<file path="config.mk">
export PLATFORM = sky130hd
export DESIGN_NAME = layered_hue_gradient_generator
export DESIGN_NICKNAME = d
export VERILOG_FILES = /design/src/lhgg_pkg.sv /design/src/lhgg_ctrl.sv /design/src/lhgg_dp.sv /design/src/layered_hue_gradient_generator.sv
export SDC_FILE = /design/constraint.sdc
export NUM_CORES = 1
export LEC_CHECK = 0
export BUFFER_PORTS_ARGS = -buffer_cell sky130_fd_sc_hd__buf_4
export CAP_MARGIN = 20
export CORE_UTILIZATION = 55
export DETAILED_ROUTE_END_ITERATION = 16
export GPL_TIMING_DRIVEN = 0
export PLACE_DENSITY = 0.85
export SLEW_MARGIN = 20
export SYNTH_ARGS = -nofsm -noshare
export SYNTH_HDL_FRONTEND = slang
export SYNTH_HIERARCHICAL = 1
export SYNTH_SLANG_ARGS = --single-unit
</file>
<file path="constraint.sdc">
create_clock -name clock -period 8.1 [get_ports clock]
set_input_delay 1.62 -clock clock [delete_from_list [all_inputs] [get_ports clock]]
set_output_delay 1.62 -clock clock [all_outputs]
set_load 0.01 [all_outputs]
</file>
<file path="src/lhgg_pkg.sv">
// Shared types and constants for the layered hue gradient generator.
// Used by lhgg_ctrl, lhgg_dp and the top level; no dependencies.

package lhgg_pkg;

   localparam logic OP_RENDER = 1'b0;
   localparam logic OP_KEY    = 1'b1;

   localparam logic KIND_COLOR = 1'b0;
   localparam logic KIND_KEY   = 1'b1;

   localparam logic [1:0] REG_NUM_SEGMENTS   = 2'd0;
   localparam logic [1:0] REG_HUE_KEY_STEP   = 2'd1;
   localparam logic [1:0] REG_LEVEL_KEY_STEP = 2'd2;

   localparam logic [7:0] KEY_HUE_UP    = 8'h63;  // c
   localparam logic [7:0] KEY_HUE_DOWN  = 8'h43;  // C
   localparam logic [7:0] KEY_SAT_UP    = 8'h76;  // v
   localparam logic [7:0] KEY_SAT_DOWN  = 8'h56;  // V
   localparam logic [7:0] KEY_BRT_UP    = 8'h62;  // b
   localparam logic [7:0] KEY_BRT_DOWN  = 8'h42;  // B
   localparam logic [7:0] KEY_SHIFT_UP  = 8'h77;  // w
   localparam logic [7:0] KEY_SHIFT_DN  = 8'h65;  // e
   localparam logic [7:0] KEY_STRIDE_UP = 8'h66;  // f
   localparam logic [7:0] KEY_STRIDE_DN = 8'h73;  // s
   localparam logic [7:0] KEY_FREEZE    = 8'h64;  // d

   localparam logic [15:0] NO_SETTING = 16'hFFFF;

   localparam logic [5:0] NUM_SEGMENTS_RESET = 6'd16;
   localparam logic [7:0] KEY_STEP_RESET     = 8'd10;
   localparam logic [7:0] LEVEL_RESET        = 8'd255;
   localparam logic [7:0] STRIDE_RESET       = 8'd40;
   localparam int         HUE_SPACING        = 128;
   localparam int         RESULT_CAP         = 32;

   typedef enum logic {
      ST_IDLE,
      ST_RENDER
   } state_type;

   typedef struct packed {
      logic ready;
      logic accept;
      logic emit;
   } ctrl_cmd_type;

   typedef struct packed {
      logic out_free;
      logic render_go;
      logic last_seg;
   } dp_status_type;

   typedef struct packed {
      logic        kind;
      logic        last;
      logic [4:0]  segment_index;
      logic [7:0]  hue;
      logic [7:0]  saturation;
      logic [7:0]  brightness;
      logic [15:0] setting_value;
      logic        key_known;
   } rsp_payload_type;

endpackage

</file>
<file path="src/lhgg_ctrl.sv">
// Controller for the layered hue gradient generator: idle/render sequencing.
// Depends on lhgg_pkg.

module lhgg_ctrl (
   input  logic                    clock,
   input  logic                    reset,
   input  logic                    req_tvalid,
   input  lhgg_pkg::dp_status_type status,
   output lhgg_pkg::ctrl_cmd_type  cmd
);

   lhgg_pkg::state_type state_ff, state_in;

   always_ff @(posedge clock) begin
      if (reset) begin
         state_ff <= lhgg_pkg::ST_IDLE;
      end else begin
         state_ff <= state_in;
      end
   end

   always_comb begin
      state_in = state_ff;
      case (state_ff)
         lhgg_pkg::ST_IDLE: begin
            if (req_tvalid && status.out_free && status.render_go) begin
               state_in = lhgg_pkg::ST_RENDER;
            end
         end
         lhgg_pkg::ST_RENDER: begin
            if (status.out_free && status.last_seg) begin
               state_in = lhgg_pkg::ST_IDLE;
            end
         end
         default: state_in = lhgg_pkg::ST_IDLE;
      endcase
   end

   always_comb begin
      cmd = '0;
      case (state_ff)
         lhgg_pkg::ST_IDLE: begin
            cmd.ready  = status.out_free;
            cmd.accept = status.out_free && req_tvalid;
         end
         lhgg_pkg::ST_RENDER: begin
            cmd.emit = status.out_free;
         end
         default: cmd = '0;
      endcase
   end

endmodule

</file>
<file path="src/lhgg_dp.sv">
// Datapath for the layered hue gradient generator: settings, layer state,
// segment counter, key arithmetic and output register. Depends on lhgg_pkg.

module lhgg_dp #(
   parameter int LAYERS       = 2,
   parameter int MAX_SEGMENTS = 32
) (
   input  logic                      clock,
   input  logic                      reset,
   input  logic                      csr_we,
   input  logic [1:0]                csr_index,
   input  logic [7:0]                csr_wdata,
   input  logic                      req_operation,
   input  logic [2:0]                req_layer,
   input  logic                      req_text_changed,
   input  logic [7:0]                req_key_code,
   input  logic                      rsp_tready,
   input  lhgg_pkg::ctrl_cmd_type    cmd,
   output lhgg_pkg::dp_status_type   status,
   output logic                      rsp_valid,
   output lhgg_pkg::rsp_payload_type rsp_payload
);

   localparam int LW = (LAYERS > 1) ? $clog2(LAYERS) : 1;
   localparam int SEG_LIMIT = (MAX_SEGMENTS < lhgg_pkg::RESULT_CAP) ?
                              MAX_SEGMENTS : lhgg_pkg::RESULT_CAP;

   logic [5:0] num_segments_ff;
   logic [7:0] hue_key_step_ff;
   logic [7:0] level_key_step_ff;

   logic [7:0] hue_ff        [LAYERS];
   logic [7:0] saturation_ff [LAYERS];
   logic [7:0] brightness_ff [LAYERS];
   logic [7:0] stride_ff     [LAYERS];
   logic       frozen_ff;

   logic [LW-1:0] sel_ff;
   logic [7:0]    hue_acc_ff;
   logic [4:0]    seg_ff;
   logic [5:0]    count_ff;

   logic                      rsp_valid_ff;
   lhgg_pkg::rsp_payload_type rsp_ff;

   logic          layer_ok;
   logic [LW-1:0] li;
   logic          render_acc;
   logic          key_acc;
   logic          advance;
   logic [5:0]    seg_total;
   logic [7:0]    hue_start;
   logic          last_seg;

   logic [15:0] key_val;
   logic        key_known;
   logic        frozen_nx;
   logic        wr_hue, wr_sat, wr_brt, wr_stride;
   logic [7:0]  new_byte;

   assign layer_ok   = int'(req_layer) < LAYERS;
   assign li         = layer_ok ? LW'(req_layer) : '0;
   assign render_acc = cmd.accept && (req_operation == lhgg_pkg::OP_RENDER);
   assign key_acc    = cmd.accept && (req_operation == lhgg_pkg::OP_KEY);
   assign advance    = render_acc && req_text_changed && !frozen_ff;
   assign seg_total  = (num_segments_ff > 6'(SEG_LIMIT)) ? 6'(SEG_LIMIT) : num_segments_ff;
   assign hue_start  = hue_ff[li] + (advance ? stride_ff[li] : 8'd0);
   assign last_seg   = ({1'b0, seg_ff} + 6'd1) == count_ff;

   assign status.out_free  = !rsp_valid_ff || rsp_tready;
   assign status.render_go = (req_operation == lhgg_pkg::OP_RENDER) && layer_ok
                             && (seg_total != 6'd0);
   assign status.last_seg  = last_seg;

   always_comb begin
      key_val   = '0;
      key_known = 1'b1;
      frozen_nx = frozen_ff;
      wr_hue    = 1'b0;
      wr_sat    = 1'b0;
      wr_brt    = 1'b0;
      wr_stride = 1'b0;
      new_byte  = '0;
      if (req_key_code == lhgg_pkg::KEY_FREEZE) begin
         frozen_nx = !frozen_ff;
         key_val   = {15'd0, !frozen_ff};
      end else if (!layer_ok) begin
         key_known = 1'b0;
      end else begin
         case (req_key_code)
            lhgg_pkg::KEY_HUE_UP: begin
               new_byte = hue_ff[li] + hue_key_step_ff;
               wr_hue   = 1'b1;
            end
            lhgg_pkg::KEY_HUE_DOWN: begin
               new_byte = hue_ff[li] - hue_key_step_ff;
               wr_hue   = 1'b1;
            end
            lhgg_pkg::KEY_SAT_UP: begin
               new_byte = saturation_ff[li] + level_key_step_ff;
               wr_sat   = 1'b1;
            end
            lhgg_pkg::KEY_SAT_DOWN: begin
               new_byte = saturation_ff[li] - level_key_step_ff;
               wr_sat   = 1'b1;
            end
            lhgg_pkg::KEY_BRT_UP: begin
               new_byte = brightness_ff[li] + level_key_step_ff;
               wr_brt   = 1'b1;
            end
            lhgg_pkg::KEY_BRT_DOWN: begin
               new_byte = brightness_ff[li] - level_key_step_ff;
               wr_brt   = 1'b1;
            end
            lhgg_pkg::KEY_SHIFT_UP: begin
               new_byte = hue_ff[li] + stride_ff[li];
               wr_hue   = 1'b1;
            end
            lhgg_pkg::KEY_SHIFT_DN: begin
               new_byte = hue_ff[li] - stride_ff[li];
               wr_hue   = 1'b1;
            end
            lhgg_pkg::KEY_STRIDE_UP: begin
               new_byte  = stride_ff[li] + hue_key_step_ff;
               wr_stride = 1'b1;
            end
            lhgg_pkg::KEY_STRIDE_DN: begin
               new_byte  = stride_ff[li] - hue_key_step_ff;
               wr_stride = 1'b1;
            end
            default: key_known = 1'b0;
         endcase
         key_val = {8'd0, new_byte};
      end
   end

   always_ff @(posedge clock) begin
      if (reset) begin
         num_segments_ff   <= lhgg_pkg::NUM_SEGMENTS_RESET;
         hue_key_step_ff   <= lhgg_pkg::KEY_STEP_RESET;
         level_key_step_ff <= lhgg_pkg::KEY_STEP_RESET;
      end else if (csr_we) begin
         case (csr_index)
            lhgg_pkg::REG_NUM_SEGMENTS:   num_segments_ff   <= csr_wdata[5:0];
            lhgg_pkg::REG_HUE_KEY_STEP:   hue_key_step_ff   <= csr_wdata;
            lhgg_pkg::REG_LEVEL_KEY_STEP: level_key_step_ff <= csr_wdata;
            default: ;
         endcase
      end
   end

   always_ff @(posedge clock) begin
      if (reset) begin
         for (int l = 0; l < LAYERS; l++) begin
            hue_ff[l]        <= 8'(l * lhgg_pkg::HUE_SPACING);
            saturation_ff[l] <= lhgg_pkg::LEVEL_RESET;
            brightness_ff[l] <= lhgg_pkg::LEVEL_RESET;
            stride_ff[l]     <= lhgg_pkg::STRIDE_RESET;
         end
         frozen_ff <= 1'b0;
      end else begin
         if (advance) begin
            for (int l = 0; l < LAYERS; l++) begin
               hue_ff[l] <= hue_ff[l] + stride_ff[l];
            end
         end
         if (key_acc) begin
            frozen_ff <= frozen_nx;
            if (wr_hue) begin
               hue_ff[li] <= new_byte;
            end
            if (wr_sat) begin
               saturation_ff[li] <= new_byte;
            end
            if (wr_brt) begin
               brightness_ff[li] <= new_byte;
            end
            if (wr_stride) begin
               stride_ff[li] <= new_byte;
            end
         end
      end
   end

   always_ff @(posedge clock) begin
      if (render_acc) begin
         sel_ff     <= li;
         hue_acc_ff <= hue_start;
         seg_ff     <= '0;
         count_ff   <= seg_total;
      end else if (cmd.emit) begin
         hue_acc_ff <= hue_acc_ff + stride_ff[sel_ff];
         seg_ff     <= seg_ff + 5'd1;
      end
   end

   always_ff @(posedge clock) begin
      if (reset) begin
         rsp_valid_ff <= 1'b0;
      end else if (key_acc || cmd.emit) begin
         rsp_valid_ff <= 1'b1;
      end else if (rsp_tready) begin
         rsp_valid_ff <= 1'b0;
      end
   end

   always_ff @(posedge clock) begin
      if (key_acc) begin
         rsp_ff.kind          <= lhgg_pkg::KIND_KEY;
         rsp_ff.last          <= 1'b1;
         rsp_ff.segment_index <= '0;
         rsp_ff.hue           <= '0;
         rsp_ff.saturation    <= '0;
         rsp_ff.brightness    <= '0;
         rsp_ff.setting_value <= key_known ? key_val : lhgg_pkg::NO_SETTING;
         rsp_ff.key_known     <= key_known;
      end else if (cmd.emit) begin
         rsp_ff.kind          <= lhgg_pkg::KIND_COLOR;
         rsp_ff.last          <= last_seg;
         rsp_ff.segment_index <= seg_ff;
         rsp_ff.hue           <= hue_acc_ff;
         rsp_ff.saturation    <= saturation_ff[sel_ff];
         rsp_ff.brightness    <= brightness_ff[sel_ff];
         rsp_ff.setting_value <= '0;
         rsp_ff.key_known     <= 1'b0;
      end
   end

   assign rsp_valid   = rsp_valid_ff;
   assign rsp_payload = rsp_ff;

endmodule

</file>
<file path="src/layered_hue_gradient_generator.sv">
// Top level of the layered hue gradient generator.
// Instantiates lhgg_ctrl and lhgg_dp; depends on lhgg_pkg.

// A key item leaves a single acknowledgment in the output register. A render
// item is accepted first (the hue advance of all layers happens there) and
// then emits min(num_segments, MAX_SEGMENTS, 32) colors from the segment
// counter, one per cycle while the output is taken; the next item is accepted
// as the last color is handed over or after it. A render with zero segments
// or an out-of-range layer produces no transfer.

module layered_hue_gradient_generator #(
   parameter int LAYERS       = 2,
   parameter int MAX_SEGMENTS = 32
) (
   input  logic        clock,
   input  logic        reset,
   input  logic        csr_we,
   input  logic [1:0]  csr_index,
   input  logic [7:0]  csr_wdata,
   input  logic        req_tvalid,
   output logic        req_tready,
   input  logic [15:0] req_tdata,   // layer[2:0], text_changed[3], key_code[11:4], zero
   input  logic        req_tuser,   // operation
   output logic        rsp_tvalid,
   input  logic        rsp_tready,
   output logic [47:0] rsp_tdata,   // segment_index[4:0], hue[12:5], saturation[20:13],
                                    // brightness[28:21], setting_value[44:29],
                                    // key_known[45], zero
   output logic        rsp_tuser,   // result_kind
   output logic        rsp_tlast
);

   lhgg_pkg::ctrl_cmd_type    cmd;
   lhgg_pkg::dp_status_type   status;
   lhgg_pkg::rsp_payload_type rsp_payload;

   lhgg_ctrl u_ctrl (
      .clock      (clock),
      .reset      (reset),
      .req_tvalid (req_tvalid),
      .status     (status),
      .cmd        (cmd)
   );

   lhgg_dp #(
      .LAYERS       (LAYERS),
      .MAX_SEGMENTS (MAX_SEGMENTS)
   ) u_dp (
      .clock            (clock),
      .reset            (reset),
      .csr_we           (csr_we),
      .csr_index        (csr_index),
      .csr_wdata        (csr_wdata),
      .req_operation    (req_tuser),
      .req_layer        (req_tdata[2:0]),
      .req_text_changed (req_tdata[3]),
      .req_key_code     (req_tdata[11:4]),
      .rsp_tready       (rsp_tready),
      .cmd              (cmd),
      .status           (status),
      .rsp_valid        (rsp_tvalid),
      .rsp_payload      (rsp_payload)
   );

   assign req_tready = cmd.ready;
   assign rsp_tuser  = rsp_payload.kind;
   assign rsp_tlast  = rsp_payload.last;
   assign rsp_tdata  = {2'b00, rsp_payload.key_known, rsp_payload.setting_value,
                        rsp_payload.brightness, rsp_payload.saturation,
                        rsp_payload.hue, rsp_payload.segment_index};

`ifndef ASSERT_OFF
   a_key_ack: assert property (@(posedge clock) disable iff (reset)
      req_tvalid && req_tready && req_tuser == lhgg_pkg::OP_KEY
      |=> rsp_tvalid && rsp_tuser == lhgg_pkg::KIND_KEY && rsp_tlast)
      else $error("key transfer not acknowledged");

   a_seg_next: assert property (@(posedge clock) disable iff (reset)
      rsp_tvalid && rsp_tready && rsp_tuser == lhgg_pkg::KIND_COLOR && !rsp_tlast
      |=> rsp_tvalid && rsp_tuser == lhgg_pkg::KIND_COLOR
          && rsp_payload.segment_index == $past(rsp_payload.segment_index) + 5'd1)
      else $error("segment sequence broken");

   a_busy: assert property (@(posedge clock) disable iff (reset)
      rsp_tvalid && rsp_tuser == lhgg_pkg::KIND_COLOR && !rsp_tlast |-> !req_tready)
      else $error("request taken during render");
`endif

endmodule
</file>
==> results.py <==
metrics = {
    "run_status": {
        "status": "complete, no violations",
    },
    "setup_path": {
        "cp.arrival_ns": 6.69,
        "r2r_slack_ns": 3.81,
        "r2r-end": "u_dp/hue_ff[0][7]$_DFFE_PP_",
        "startpoint_type": "input port",
        "critical_path_required_ns": 8.24,
        "worstPathMaxFanout": 10,
        "crit_type": "in -> reg",
        "reg2reg_from": "u_dp/hue_ff[0][1]$_DFFE_PP_",
        "end_kind": "register",
        "r2r_cells": 14,
    },
    "logic_synthesis": {
        "yosysTopAreaCellShare_pct": 27.4,
        "yosys-top-cells-count": "nand2_1, nor2_1, edfxtp_1",
        "synthSimpleGateAreaFrac_pct": 17.5,
        "synth_area_um2": 9740,
        "synthAdderAreaFrac_pct": 8.96,
        "syn-instance-count": 1047,
        "synth.top_cells.by_area": "edfxtp_1, dfxtp_1, ha_1",
        "synth_top_area_cell": "edfxtp_1",
        "synthArstFlopShare_pct": 0,
        "ys.flop_type": "edfxtp_1",
        "synthXorXnorAreaFrac_pct": 7.24,
        "synth_top_family_by_area": "simple AND/OR/NAND/NOR gates",
        "ys_types": 67,
        "synth_compound_area_share_pct": 13.7,
        "avgSynthCellArea_um2": 9.31,
        "ys_ff_latch": 151,
        "synth.area.mux_share_pct": 8.14,
        "synth-edff-count": 89,
        "ys_seq_area_share_pct": 40.2,
        "synth.most_common_cell": "nand2_1",
        "ys_warn_count": 6,
    },
    "sta": {
        "slew_headroom_pct": 19.6,
        "fin_setup_tns_ns": 0,
        "setup_viol": 0,
        "fmax_ghz": 0.153,
        "tightest_slew_ns": 1.20,
        "rsz0062_at_grt": "false",
        "finalCriticalPeriod_ns": 6.55,
        "final_hold_viol_count": 0,
        "slew_viol_final": 0,
        "period_share_pct": 80.8,
        "finalClockSkew_ns": 0.0168,
    },
    "placement": {
        "dpl.hpwl_um": 20300,
        "place_congestion": 0.986,
        "dp.cells": 1349,
        "io_buffers": 76,
    },
    "route": {
        "wl_um": 27500,
        "firstDrtPassIters": 6,
        "postRouteAntennaNets": 0,
        "remaining_drc_errors": 0,
        "vias_per_cell": 6.08,
        "wl_per_cell_um": 19.9,
        "vias": 8402,
        "drt_iter0_drc": 988,
    },
    "power": {
        "worst_ir_drop_vdd_v": 0.000163,
        "p_leak_nw": 4.64,
        "power_density_nw_per_um2": 192,
        "power_w": 0.00215,
    },
    "global_routing": {
        "grt_pass1_wl_um": 42300,
        "grt.overflow.total": 0,
        "grt_max_degree": 17,
        "antenna_found_initial": 0,
        "groute.usage.overall_pct": 30.8,
        "grt_pass1_vias": 7920,
    },
    "die": {
        "dieHeight_um": 135,
        "core_area_um2": 17300,
        "rows": 48,
        "dieArea_um2": 18300,
        "num_io_pins": 84,
        "initial_core_util_pct": 56.3,
        "dieWidth_um": 135,
    },
    "cells_and_area": {
        "syn2layout_area_growth_pct": 15.3,
        "antennaDiodeCount": 0,
        "nNetsFinal": 1240,
        "n_fill_cell": 1303,
        "final_cells": 1381,
        "layout-drive-gt1-share_pct": 13.3,
    },
    "cts": {
        "cts_sinks": 151,
        "cts_resized": 0,
        "cts_buffers": 17,
        "clockRootBuffer": "clkbuf_16",
        "cts_setup_buffers": 0,
        "h-tree-depth": 4,
        "cts_buffer_depth": 2,
        "clk_latency_ns": 0.43,
        "cts_tree": "yes",
        "hold_buffers": 0,
        "path_clk_slew_ns": 0.06,
    },
    "job": {
        "drv_cap": 0,
    },
    "min_path": {
        "min-delay-start": "u_dp/rsp_payload[47]$_SDFFE_PP1P_",
        "holdPathStages": 2,
        "hold_class": "reg -> reg",
        "holdPathEnd": "u_dp/rsp_payload[47]$_SDFFE_PP1P_",
    },
}
critical path, cell delays in order:
cell,delay [ns]
buf_4,0.12
nor2_1,0.23
nand2_2,0.26
inv_2,0.20
buf_4,0.24
buf_2,0.31
buf_1,0.53
buf_1,0.56
nand2_1,0.14
nand2_1,0.14
ha_1,0.28
o21a_1,0.15
a31o_2,0.26
or3_1,0.31
a21oi_1,0.21
xnor2_1,0.20
o221ai_2,0.18
o21ai_2,0.53
o22ai_1,0.19
worst max-delay path by stage:
stage,startpoint,end,slack [ns],cells after the start
2_1_floorplan,req_tdata[2],u_dp/hue_ff[0][7]$_DFFE_PP_,2.67,19
3_3_place_gp,req_tdata[2],u_dp/hue_ff[1][6]$_DFFE_PP_,1.27,20
3_5_place_dp,req_tdata[2],u_dp/hue_ff[1][6]$_DFFE_PP_,1.23,20
4_1_cts,req_tdata[2],u_dp/saturation_ff[0][6]$_SDFFCE_PN1P_,1.64,19
5_1_grt,req_tdata[2],u_dp/hue_ff[1][5]$_DFFE_PP_,1.43,18
6_report,req_tdata[2],u_dp/hue_ff[0][7]$_DFFE_PP_,1.55,19
cell usage in the layout (no fill, tap or decap), types with 14 or more instances in the layout:
cell,count
nor2b_1,21
a211oi_1,19
xor2_1,32
a21o_1,23
nand2_1,131
a21oi_1,49
mux2i_1,70
buf_4,87
o22ai_1,21
clkbuf_16,17
edfxtp_1,89
inv_1,36
ha_1,57
o21ai_0,43
xnor2_1,46
dfxtp_1,62
nand2b_1,16
nor2_1,123
nor3_1,14
clkbuf_1,38
metrics by stage:
| stage | setup WS [ns] | util [%] | hold slack [ns] | area, um2 |
|---|---|---|---|---|
| after detailed placement | 1.23 | 61.3 | 0.448 | 10600 |
| after global routing | 1.43 | 64.9 | 0.474 | 11200 |
| after CTS | 1.64 | 64.9 | 0.462 | 11200 |
| after floorplan | 2.67 | - | 0.474 | 9750 |
| after global placement | 1.27 | 61.3 | 0.445 | 10600 |
| final | 1.55 | 64.9 | 0.460 | 11200 |
flip-flops by register name, summed over array words and instances (netlist names), 5 cells and up, named ones only:
register and count:
u_dp/brightness_ff 16, u_dp/rsp_payload 41, u_dp/count_ff 6, u_dp/num_segments_ff 6
u_dp/hue_ff 16, u_dp/hue_acc_ff 8, u_dp/hue_key_step_ff 8, u_dp/saturation_ff 16
u_dp/seg_ff 5, u_dp/level_key_step_ff 8, u_dp/stride_ff 16
power breakdown:
part	internal [W]	switching [W]
clock network	0.000519	0.000327
registers	0.000860	0.0000335
logic	0.000182	0.000233
cells by family (layout without fill, tap and decap cells):
group	after synthesis	in the layout
AND/OR/NAND/NOR	370	370
other	1	2
buffers and inverters	97	205
adder cells (fa/ha/maj)	65	65
XOR/XNOR	79	79
multiplexers	78	78
AO/OA/AOI/OAI	206	206
flip-flops	151	151
metal layers:
metal	up-vias	part of all wire, %	wire (um)	global-route usage [%]
li1	3892	-	-	-
met4	0	5.0	1390	16.0
met1	3930	38	10500	38.0
met2	487	47	12900	50.2
met5	-	0	0	0
met3	93	9.8	2700	7.21
layout make-up:
class | instances | area, um2 | area share (%)
Buffer | 60 | 274 | 2.44
Clock buffer | 18 | 429 | 3.82
Clock inverter | 14 | 195 | 1.74
Inverter | 37 | 139 | 1.24
Multi-Input combinational cell | 800 | 5430 | 48.3
Sequential cell | 151 | 3910 | 34.8
Tap cell | 225 | 282 | 2.51
Timing Repair Buffer | 76 | 571 | 5.08
Note: power is estimated with default switching activity, not from simulation.
